File: src/rtl/core/wrs_pkg.sv
// Shared types, constants and helpers for the weighted roulette selector.
package wrs_pkg;

  localparam int unsigned ENTRIES     = 64;
  localparam int unsigned WEIGHT_BITS = 16;
  localparam int unsigned INDEX_BITS  = 6;
  localparam int unsigned SIZE_BITS   = 7;
  localparam int unsigned FRAC_BITS   = 16;
  localparam int unsigned TOTAL_BITS  = WEIGHT_BITS + $clog2(ENTRIES);
  localparam int unsigned NEWW_BITS   = WEIGHT_BITS + 1;
  localparam int unsigned PROD_BITS   = FRAC_BITS + TOTAL_BITS;

  localparam logic [SIZE_BITS-1:0]   ENTRIES_SZ = SIZE_BITS'(ENTRIES);
  localparam logic [WEIGHT_BITS-1:0] WEIGHT_MAX = '1;

  typedef enum logic [1:0] {
    KIND_SET    = 2'd0,
    KIND_READ   = 2'd1,
    KIND_SELECT = 2'd2,
    KIND_NONE   = 2'd3
  } kind_e;

  typedef enum logic [1:0] {
    CFG_MIN_WEIGHT = 2'd0,
    CFG_MAX_WEIGHT = 2'd1,
    CFG_WHEEL_SIZE = 2'd2,
    CFG_UNUSED     = 2'd3
  } cfg_idx_e;

  typedef enum logic [2:0] {
    ST_IDLE,
    ST_MUL,
    ST_LAUNCH,
    ST_RUN,
    ST_FINISH
  } state_e;

  typedef struct packed {
    logic                   valid;
    logic                   done;
    kind_e                  op;
    logic [SIZE_BITS-1:0]   remain;
    logic [TOTAL_BITS-1:0]  choice;
    logic [WEIGHT_BITS-1:0] weight;
    logic [SIZE_BITS-1:0]   count;
  } tok_t;

  typedef struct packed {
    logic [WEIGHT_BITS-1:0] weight;
    logic [SIZE_BITS-1:0]   sel;
    logic                   err;
  } res_t;

  function automatic logic [WEIGHT_BITS-1:0] clamp_weight(
    input logic [NEWW_BITS-1:0]   raw,
    input logic [WEIGHT_BITS-1:0] lo,
    input logic [WEIGHT_BITS-1:0] hi
  );
    logic [NEWW_BITS-1:0]   mag;
    logic [WEIGHT_BITS-1:0] res;
    mag = raw[NEWW_BITS-1] ? (NEWW_BITS'(0) - raw) : raw;
    if (mag < {1'b0, lo}) begin
      res = lo;
    end else if (mag > {1'b0, hi}) begin
      res = hi;
    end else begin
      res = mag[WEIGHT_BITS-1:0];
    end
    return res;
  endfunction

endpackage

File: src/rtl/core/wrs_cell.sv
// One table entry: holds a weight and processes the token passing through.
module wrs_cell (
  input  logic          clk_i,
  input  logic          rst_ni,
  input  wrs_pkg::tok_t tok_i,
  output wrs_pkg::tok_t tok_o
);
  import wrs_pkg::*;

  logic [WEIGHT_BITS-1:0] w_q, w_d;
  tok_t                   tok_q, tok_d;

  always_comb begin
    tok_d = tok_i;
    w_d   = w_q;
    if (tok_i.valid && !tok_i.done) begin
      case (tok_i.op)
        KIND_SELECT: begin
          if (tok_i.remain == '0 || tok_i.choice <= TOTAL_BITS'(w_q)) begin
            tok_d.done = 1'b1;
          end else begin
            tok_d.choice = tok_i.choice - TOTAL_BITS'(w_q);
            tok_d.count  = tok_i.count + SIZE_BITS'(1);
            tok_d.remain = tok_i.remain - SIZE_BITS'(1);
          end
        end
        KIND_SET, KIND_READ: begin
          if (tok_i.remain == '0) begin
            tok_d.weight = w_q;
            tok_d.done   = 1'b1;
            if (tok_i.op == KIND_SET) begin
              w_d = tok_i.weight;
            end
          end else begin
            tok_d.remain = tok_i.remain - SIZE_BITS'(1);
          end
        end
        default: begin
          tok_d.done = 1'b1;
        end
      endcase
    end
  end

  always_ff @(posedge clk_i or negedge rst_ni) begin
    if (!rst_ni) begin
      w_q   <= '0;
      tok_q <= '0;
    end else begin
      w_q   <= w_d;
      tok_q <= tok_d;
    end
  end

  assign tok_o = tok_q;

endmodule

File: config.mk
export PLATFORM = sky130hd
export DESIGN_NAME = wrs_cell
export DESIGN_NICKNAME = d
export VERILOG_FILES = /design/src/rtl/core/wrs_pkg.sv /design/src/rtl/core/wrs_cell.sv
export SDC_FILE = /design/constraint.sdc
export NUM_CORES = 1
export LEC_CHECK = 0
export BUFFER_PORTS_ARGS = -buffer_cell sky130_fd_sc_hd__clkbuf_2
export CAP_MARGIN = 10
export CORE_ASPECT_RATIO = 1.75
export CORE_MARGIN = 5
export CORE_UTILIZATION = 46
export CTS_BUF_LIST = sky130_fd_sc_hd__clkbuf_4 sky130_fd_sc_hd__clkbuf_8 sky130_fd_sc_hd__clkbuf_16
export CTS_CLUSTER_DIAMETER = 80
export CTS_CLUSTER_SIZE = 28
export DETAILED_ROUTE_END_ITERATION = 16
export GPL_ROUTABILITY_DRIVEN = 0
export PLACE_DENSITY_LB_ADDON = 0.25
export REMOVE_ABC_BUFFERS = 1
export SLEW_MARGIN = 20
export SYNTH_ARGS = -nofsm -noshare
export SYNTH_HDL_FRONTEND = slang
export SYNTH_SLANG_ARGS = --single-unit
File: constraint.sdc
create_clock -name clk_i -period 2.3 [get_ports clk_i]
set_clock_uncertainty 0.05 [all_clocks]
set_input_delay 0.23 -clock clk_i [delete_from_list [all_inputs] [get_ports clk_i]]
set_output_delay 0.23 -clock clk_i [all_outputs]
set_load 0.02 [all_outputs]
==> flow_metrics.py, run 1 <==
metrics = {
    "timing": {
        "rsz0062_at_grt": "true",
        "timing.final.ws_setup_ps": -107,
        "min_period_over_period_pct": 105,
        "tns_ps": -1260,
        "clock.fmax_mhz": 415,
        "tightest_slew_ps": 378,
        "drv_slew": 0,
        "fin_crit_ps": 2410,
        "hold_viol": 0,
        "setup_viol": 26,
        "maxSlewHeadroom_pct": 74.8,
    },
    "setup_path": {
        "cp-startpoint": "w_q[1]",
        "path_delay_family": "simple AND/OR/NAND/NOR gates",
        "crit_path_start_kind": "flip-flop",
        "crit_path_end": "tok_o[47]",
        "reg2reg_from": "w_q[1]",
        "cpMaxStageDelayCell": "dfrtp_1",
        "cp.depth": 10,
        "cp_max_fo": 5,
        "critical_path_buf_inv_count": 2,
        "path_cells": "buf_6, inv_4, ha_4, nand4_1, nor4_2, o21ai_1, and4bb_4, a21oi_4, nor2b_2, mux2_4",
        "r2r.worst_path.cells": 10,
        "criticalPathCategory": "flip-flop to flip-flop",
        "worstPathArrival_ps": 2580,
        "worstPathRequired_ps": 2470,
        "rr_endpoint": "tok_o[47]",
        "reg2reg_slack_ps": -110,
        "cpPeakStageDelay_ps": 380,
        "end_kind": "flip-flop",
    },
    "power": {
        "power_frac_seq_pct": 41.8,
        "pwr_density_cell_nw_per_um2": 591,
        "leakagePower_nw": 2.70,
        "p_comb_share_pct": 17.2,
        "p_sw_share_pct": 26.4,
        "irDropWorstVdd_mv": 0.377,
        "switching_power_w": 0.000857,
        "total_power_w": 0.00325,
        "p_int_w": 0.00239,
        "pwr-share-clk_pct": 41.0,
    },
    "place": {
        "place_hpwl_um": 7020,
        "dp_cells": 599,
        "placed_area_um2": 4730,
        "io_buffers": 113,
        "preCtsSetupSlack_ps": -462,
    },
    "global_routing": {
        "grt_pass1_vias": 3449,
        "grt-ovfl-total": 0,
        "grtUsageTotal_pct": 20.1,
        "antenna_found_initial": 0,
        "grt_pass1_wl_um": 16000,
        "grt_max_degree": 73,
    },
    "yosys": {
        "ys_types": 50,
        "yosysSeqAreaShare_pct": 48.4,
        "synth_warnings": 0,
        "avgSynthCellArea_um2": 10.3,
        "syn-instance-count": 361,
        "ys.flop_type": "dfrtp_1",
        "synth-seq-cells": 72,
        "synth_edf_count": 0,
        "netlist_area_um2": 3720,
        "async_flop_share_pct": 100,
    },
    "clocking": {
        "insertion_delay_ps": 340,
        "numCtsBuffers": 9,
        "clk_pin_slew_worst_paths_ps": 60,
        "htreeDepth": 3,
        "cts_buffer_depth": 2,
        "clock-root-buffer": "clkbuf_16",
        "clock-sinks": 72,
        "cts_tree": "built",
    },
    "floorplanning": {
        "rows": 43,
        "die_w_um": 78,
        "core_area_um2": 7910,
        "dieArea_um2": 10100,
        "ios": 114,
        "die_h_um": 129,
        "start_util_pct": 47.1,
    },
    "detailed_routing": {
        "drc": 0,
        "wl_per_cell_um": 16.0,
        "vias": 3345,
        "antenna_left": 0,
        "routed_wl_um": 10100,
        "via_per_inst": 5.28,
        "first_pass_iters": 4,
        "drt-initial-drc-count": 158,
    },
    "finish": {
        "layout.cells.non_filler": 634,
        "diodes": 0,
        "final_cell_area_um2": 5490,
        "area_growth_syn_to_layout_pct": 47.6,
        "layout-drive-gt1-share_pct": 45.4,
        "fin_nets": 616,
    },
    "status": {
        "outcome": "finished, violations left",
        "violations": "negative setup slack",
    },
    "worst_hold_path": {
        "hold_depth": 2,
        "worstHoldPathType": "input port to flip-flop",
    },
    "run": {
        "drv_cap": 0,
    },
}
[registers in the layout, indices dropped and copies added (netlist names)]
register / count
tok_o: 56
w_q: 16
[logic make-up after synthesis]
kind of cell / Yosys count / synth area share (%)
buffers and inverters: 37 / 4.27
DFF: 72 / 48.4
and+or+nand+nor: 108 / 15.5
AOI/OAI and AO/OA: 83 / 13.9
xor gates and xnor gates: 23 / 5.41
muxes: 19 / 5.95
adders and majority gates: 19 / 6.59
[through the flow]
stage,util [%],hold slack (ps)
after floorplan,-,-116
after global placement,59.8,214
after detailed placement,59.8,219
after CTS,67.1,25.9
after global routing,69.5,34.3
final,69.5,32.0
[timing repair]
item                                   in CTS  in global routing
buffers inserted                           12                  5
resized for setup                          35                 33
gates cloned                                1                  0
setup endpoints to repair                  37                 37
pin swaps                                  11                 22
hold buffers                                2                  0
endpoints found under the hold margin      73                  0
[synth_stat cells, types with 4 or more instances]
cell | count | share of area (%)
a31oi_1 | 6 | 1.0
o21ai_1 | 18 | 2.4
a21o_1 | 8 | 1.6
clkbuf_1 | 5 | 0.50
nand2b_1 | 7 | 1.2
o31ai_1 | 4 | 0.81
nor3_1 | 7 | 0.94
dfrtp_1 | 72 | 48
a21oi_1 | 12 | 1.6
xnor2_1 | 15 | 3.5
xor2_1 | 8 | 1.9
nand4_1 | 11 | 1.8
nand3_1 | 6 | 0.81
nand2_1 | 39 | 3.9
and3_1 | 4 | 0.67
nor2_1 | 17 | 1.7
inv_1 | 23 | 2.3
buf_2 | 7 | 0.94
mux2_1 | 16 | 4.8
o21ai_0 | 19 | 2.6
ha_1 | 18 | 6.1
[worst min-delay path by stage]
stage,start,end,slack [ps]
4_1_cts,tok_i[6],tok_o[6],30
3_3_place_gp,rst_ni,tok_o[11],210
5_1_grt,tok_i[54],tok_o[54],30
3_5_place_dp,rst_ni,tok_o[11],220
2_1_floorplan,rst_ni,tok_o[0],-120
6_report,tok_i[6],tok_o[6],30
[layer usage]
layer,vias up,GRT usage [%],routed length [um]
met4,0,10.9,370
met5,-,0,0
met2,106,36.1,5680
met3,31,3.99,478
li1,1632,-,-
met1,1576,21.7,3600
[cell type report]
class / instances / area [um^2]
fillers: 583 / 2420
clock inverters: 4 / 27.5
clock buffers: 12 / 267
repair buffers: 181 / 1170
inverters: 23 / 88.8
well taps: 90 / 113
multi-input cells: 252 / 2030
flip-flops and latches: 72 / 1800
[worst reg2reg max path: stages (launching register included)]
cell      delay [ps]
dfrtp_1          380
buf_6            120
inv_4             30
ha_4             250
nand4_1          130
nor4_2           360
o21ai_1          130
and4bb_4         240
a21oi_4          230
nor2b_2           70
mux2_4           290
[cells in the final DEF (no fill, tap or decap), types with 3 or more instances in the layout]
cell,instances
o21ai_2,4
xor2_1,8
xnor2_1,12
xnor2_2,3
nand2b_1,6
o21ai_0,14
clkbuf_16,9
clkbuf_8,3
ha_4,5
nand4_1,11
o31ai_2,3
nor3_1,5
o21ai_1,19
a21oi_1,10
dfrtp_1,72
nand2_2,3
clkbuf_2,112
clkinvlp_4,3
nand2_1,35
o211ai_1,3
buf_6,7
inv_1,21
mux2_1,16
buf_4,55
buf_12,4
a21o_1,8
ha_1,12
a31oi_1,4
nand3_1,6
nor2_1,16
[power groups by stage]
stage	Combinational [W]	Sequential [W]	Clock [W]
2_1_floorplan	0.000172	0.00146	0
3_3_place_gp	0.000478	0.00138	0
3_5_place_dp	0.000490	0.00138	0
4_1_cts	0.000528	0.00136	0.00135
5_1_grt	0.000609	0.00136	0.00142
6_report	0.000560	0.00136	0.00133
Note: power is estimated with default switching activity, not from simulation.
==> run 2, diff against run 1 <==
ABC_AREA = 1   (was not set)
CORE_MARGIN = not set   (was 5)
PLACE_DENSITY = 0.75   (was not set)
PLACE_DENSITY_LB_ADDON = not set   (was 0.25)
==> run 2 against run 1 <==
The run now ends clean; combinational power decreased by 12%; worst hold slack better by 36 ps; critical path depth unchanged; first-iteration DRC count rose by 97%; worst setup slack improved by 200 ps; via count rose by 12%; total power shrank 3.6%; sequential cell count is the same; clock power fell by 4%; wire length up 3.1%; count of clock-buffer cells in the layout rose by 1; critical endpoint is now tok_o[44]; largest power group unchanged.
==> flow_metrics.py, run 2 <==
metrics = {
    "status": {
        "outcome": "finished clean",
    },
    "yosys": {
        "ys.flop_type": "dfrtp_1",
        "avgSynthCellArea_um2": 7.93,
        "yosysSeqAreaShare_pct": 45.9,
        "synth-seq-cells": 72,
        "synthMostInstantiatedCell": "nand2_1",
        "netlist.area_leader.share_pct": 45.9,
        "ys_top_cells_by_area": "dfrtp_1 46%, nand2_1 11%, inv_1 6.3%, ha_1 5.7%, a21oi_1 5.1%",
        "synth_edf_count": 0,
        "ys_types": 31,
        "synth_warnings": 0,
        "synth_commonest_cells": "116 x nand2_1, 72 x dfrtp_1, 66 x inv_1",
        "syn-instance-count": 495,
        "netlist_area_um2": 3930,
        "yosys.area.top_type": "dfrtp_1",
        "async_flop_share_pct": 100,
    },
    "timing": {
        "setup_viol": 0,
        "hold_viol": 0,
        "rsz0062_at_grt": "true",
        "min_period_over_period_pct": 95.9,
        "fin_crit_ps": 2210,
        "drv_slew": 0,
        "hold_slack_ps": 67.9,
        "maxSlewHeadroom_pct": 64.0,
        "clock.fmax_mhz": 453,
        "tightest_slew_ps": 540,
    },
    "clocking": {
        "htreeDepth": 3,
        "clock-root-buffer": "clkbuf_16",
        "numCtsBuffers": 9,
        "cts_tree": "built",
        "clk_pin_slew_worst_paths_ps": 60,
        "clock-sinks": 72,
        "cts_buffer_depth": 2,
        "insertion_delay_ps": 330,
    },
    "floorplanning": {
        "start_util_pct": 47.2,
        "dieArea_um2": 8920,
        "die_h_um": 124,
        "die_w_um": 71.8,
        "rows": 44,
        "core_area_um2": 8310,
        "ios": 114,
    },
    "setup_path": {
        "cp_max_fo": 4,
        "worstPathRequired_ps": 2460,
        "end_kind": "flip-flop",
        "criticalPathCategory": "flip-flop to flip-flop",
        "worstPathArrival_ps": 2370,
        "r2r.worst_path.cells": 10,
        "crit_path_start_kind": "flip-flop",
    },
    "power": {
        "leakagePower_nw": 2.77,
        "pwr_density_cell_nw_per_um2": 607,
        "irDropWorstVdd_mv": 0.446,
        "switching_power_w": 0.000826,
        "p_comb_share_pct": 15.8,
        "power_frac_seq_pct": 43.2,
        "pwr-share-clk_pct": 41.0,
        "p_sw_share_pct": 26.4,
        "p_int_w": 0.00230,
    },
    "place": {
        "place_hpwl_um": 7770,
        "io_buffers": 113,
        "dp_cells": 722,
    },
    "detailed_routing": {
        "drc": 0,
        "first_pass_iters": 5,
        "wl_per_cell_um": 14.1,
        "routed_wl_um": 10400,
        "via_per_inst": 5.06,
        "vias": 3754,
        "drt-initial-drc-count": 311,
        "antenna_left": 0,
    },
    "global_routing": {
        "grtUsageTotal_pct": 24.3,
        "grt-ovfl-total": 0,
        "antenna_found_initial": 0,
        "grt_pass1_vias": 3735,
        "grt_pass1_wl_um": 16700,
        "grt_max_degree": 33,
    },
    "run": {
        "drv_cap": 0,
    },
    "finish": {
        "diodes": 0,
        "area_growth_syn_to_layout_pct": 31.3,
        "largest_register_ffs": 56,
        "post-route-util_pct": 62.0,
        "final_common_cell": "nand2_1",
        "layout.cells.non_filler": 742,
        "nFillCells": 727,
        "fin_nets": 699,
        "layout-drive-gt1-share_pct": 28.4,
        "final_cell_mix": "115 x nand2_1, 112 x clkbuf_2, 72 x dfrtp_1",
    },
    "worst_hold_path": {
        "worstHoldPathType": "input port to flip-flop",
        "hold_depth": 2,
    },
}
-- run 2: cell types whose count changed after synthesis, sizes merged, moves of 5 or more --
cell    change
a21oi      +27
nand2      +78
a31oi       -5
nand4       -6
o21ai       +5
nand2b      -7
nand3      +19
inv        +46
mux2       -19
a21o        -8
nor2       +39
-- run 2: cell type report --
class / count / area, um^2 / share of cell area [%]
Clock buffer: 13 / 262 / 5.07
Clock inverter: 3 / 17.5 / 0.340
Inverter: 69 / 259 / 5.02
Multi-Input combinational cell: 345 / 2000 / 38.9
Sequential cell: 72 / 1800 / 35.0
Tap cell: 115 / 144 / 2.79
Timing Repair Buffer: 125 / 667 / 12.9
-- run 2: per-layer routing --
metal / GRT usage (%) / share of wire, % / routed length [um] / up-vias
met1: 24.3 / 34 / 3600 / 1720
met2: 45.7 / 56 / 5860 / 165
met4: 12.1 / 4.3 / 447 / 0
met5: 0 / 0 / 0 / -
li1: - / - / - / 1832
met3: 4.55 / 5.1 / 537 / 37
-- run 2: cells by family after synthesis --
family,after synthesis,share of synthesized area [%]
and+or+nand+nor,217,23.6
DFF,72,45.9
buffers and inverters,78,7.81
xor gates and xnor gates,23,5.13
adders and majority gates,19,6.25
AOI/OAI and AO/OA,85,11.1
muxes,1,0.255
-- run 2: critical path, cell delays in order, from the launching register on --
cell	delay [ps]
dfrtp_1	350
inv_1	130
ha_4	230
a21oi_1	180
o21ai_0	240
a21oi_1	250
nand2_1	140
nand2_1	120
inv_1	70
nor3_1	230
nor2_1	100
-- run 2: power groups by stage --
stage | sequential, W | combinational, W | clock (W)
2_1_floorplan | 0.00145 | 0.000172 | 0
3_5_place_dp | 0.00137 | 0.000458 | 0
5_1_grt | 0.00136 | 0.000548 | 0.00137
3_3_place_gp | 0.00137 | 0.000449 | 0
4_1_cts | 0.00135 | 0.000466 | 0.00131
6_report | 0.00135 | 0.000495 | 0.00128
-- run 2: what timing repair did --
action                     CTS  global route
setup buffers                0             1
hold endpoints to repair    24             0
setup endpoints to repair    0            24
hold buffers                 3             0
resized for setup            0            28
-- run 2: worst paths after layout --
check,slack (ps),end,start
max,90,tok_o[44],w_q[8]
min,70,tok_o[39],tok_i[39]
max reg2reg,90,tok_o[44],w_q[8]
min reg2reg,490,w_q[5],w_q[5]
max in group asynchronous,1030,tok_o[16],rst_ni
min in group asynchronous,370,tok_o[44],rst_ni
-- run 2: metrics by stage --
stage | setup TNS [ps] | setup WS (ps) | instance area [um^2] | power (W)
after floorplan | -135 | -8.98 | 3880 | 0.00162
after global placement | 0 | 133 | 4650 | 0.00182
after detailed placement | 0 | 82.0 | 4650 | 0.00183
after CTS | 0 | 60.3 | 4960 | 0.00312
after global routing | -298 | -169 | 5150 | 0.00327
final | 0 | 94.9 | 5150 | 0.00313
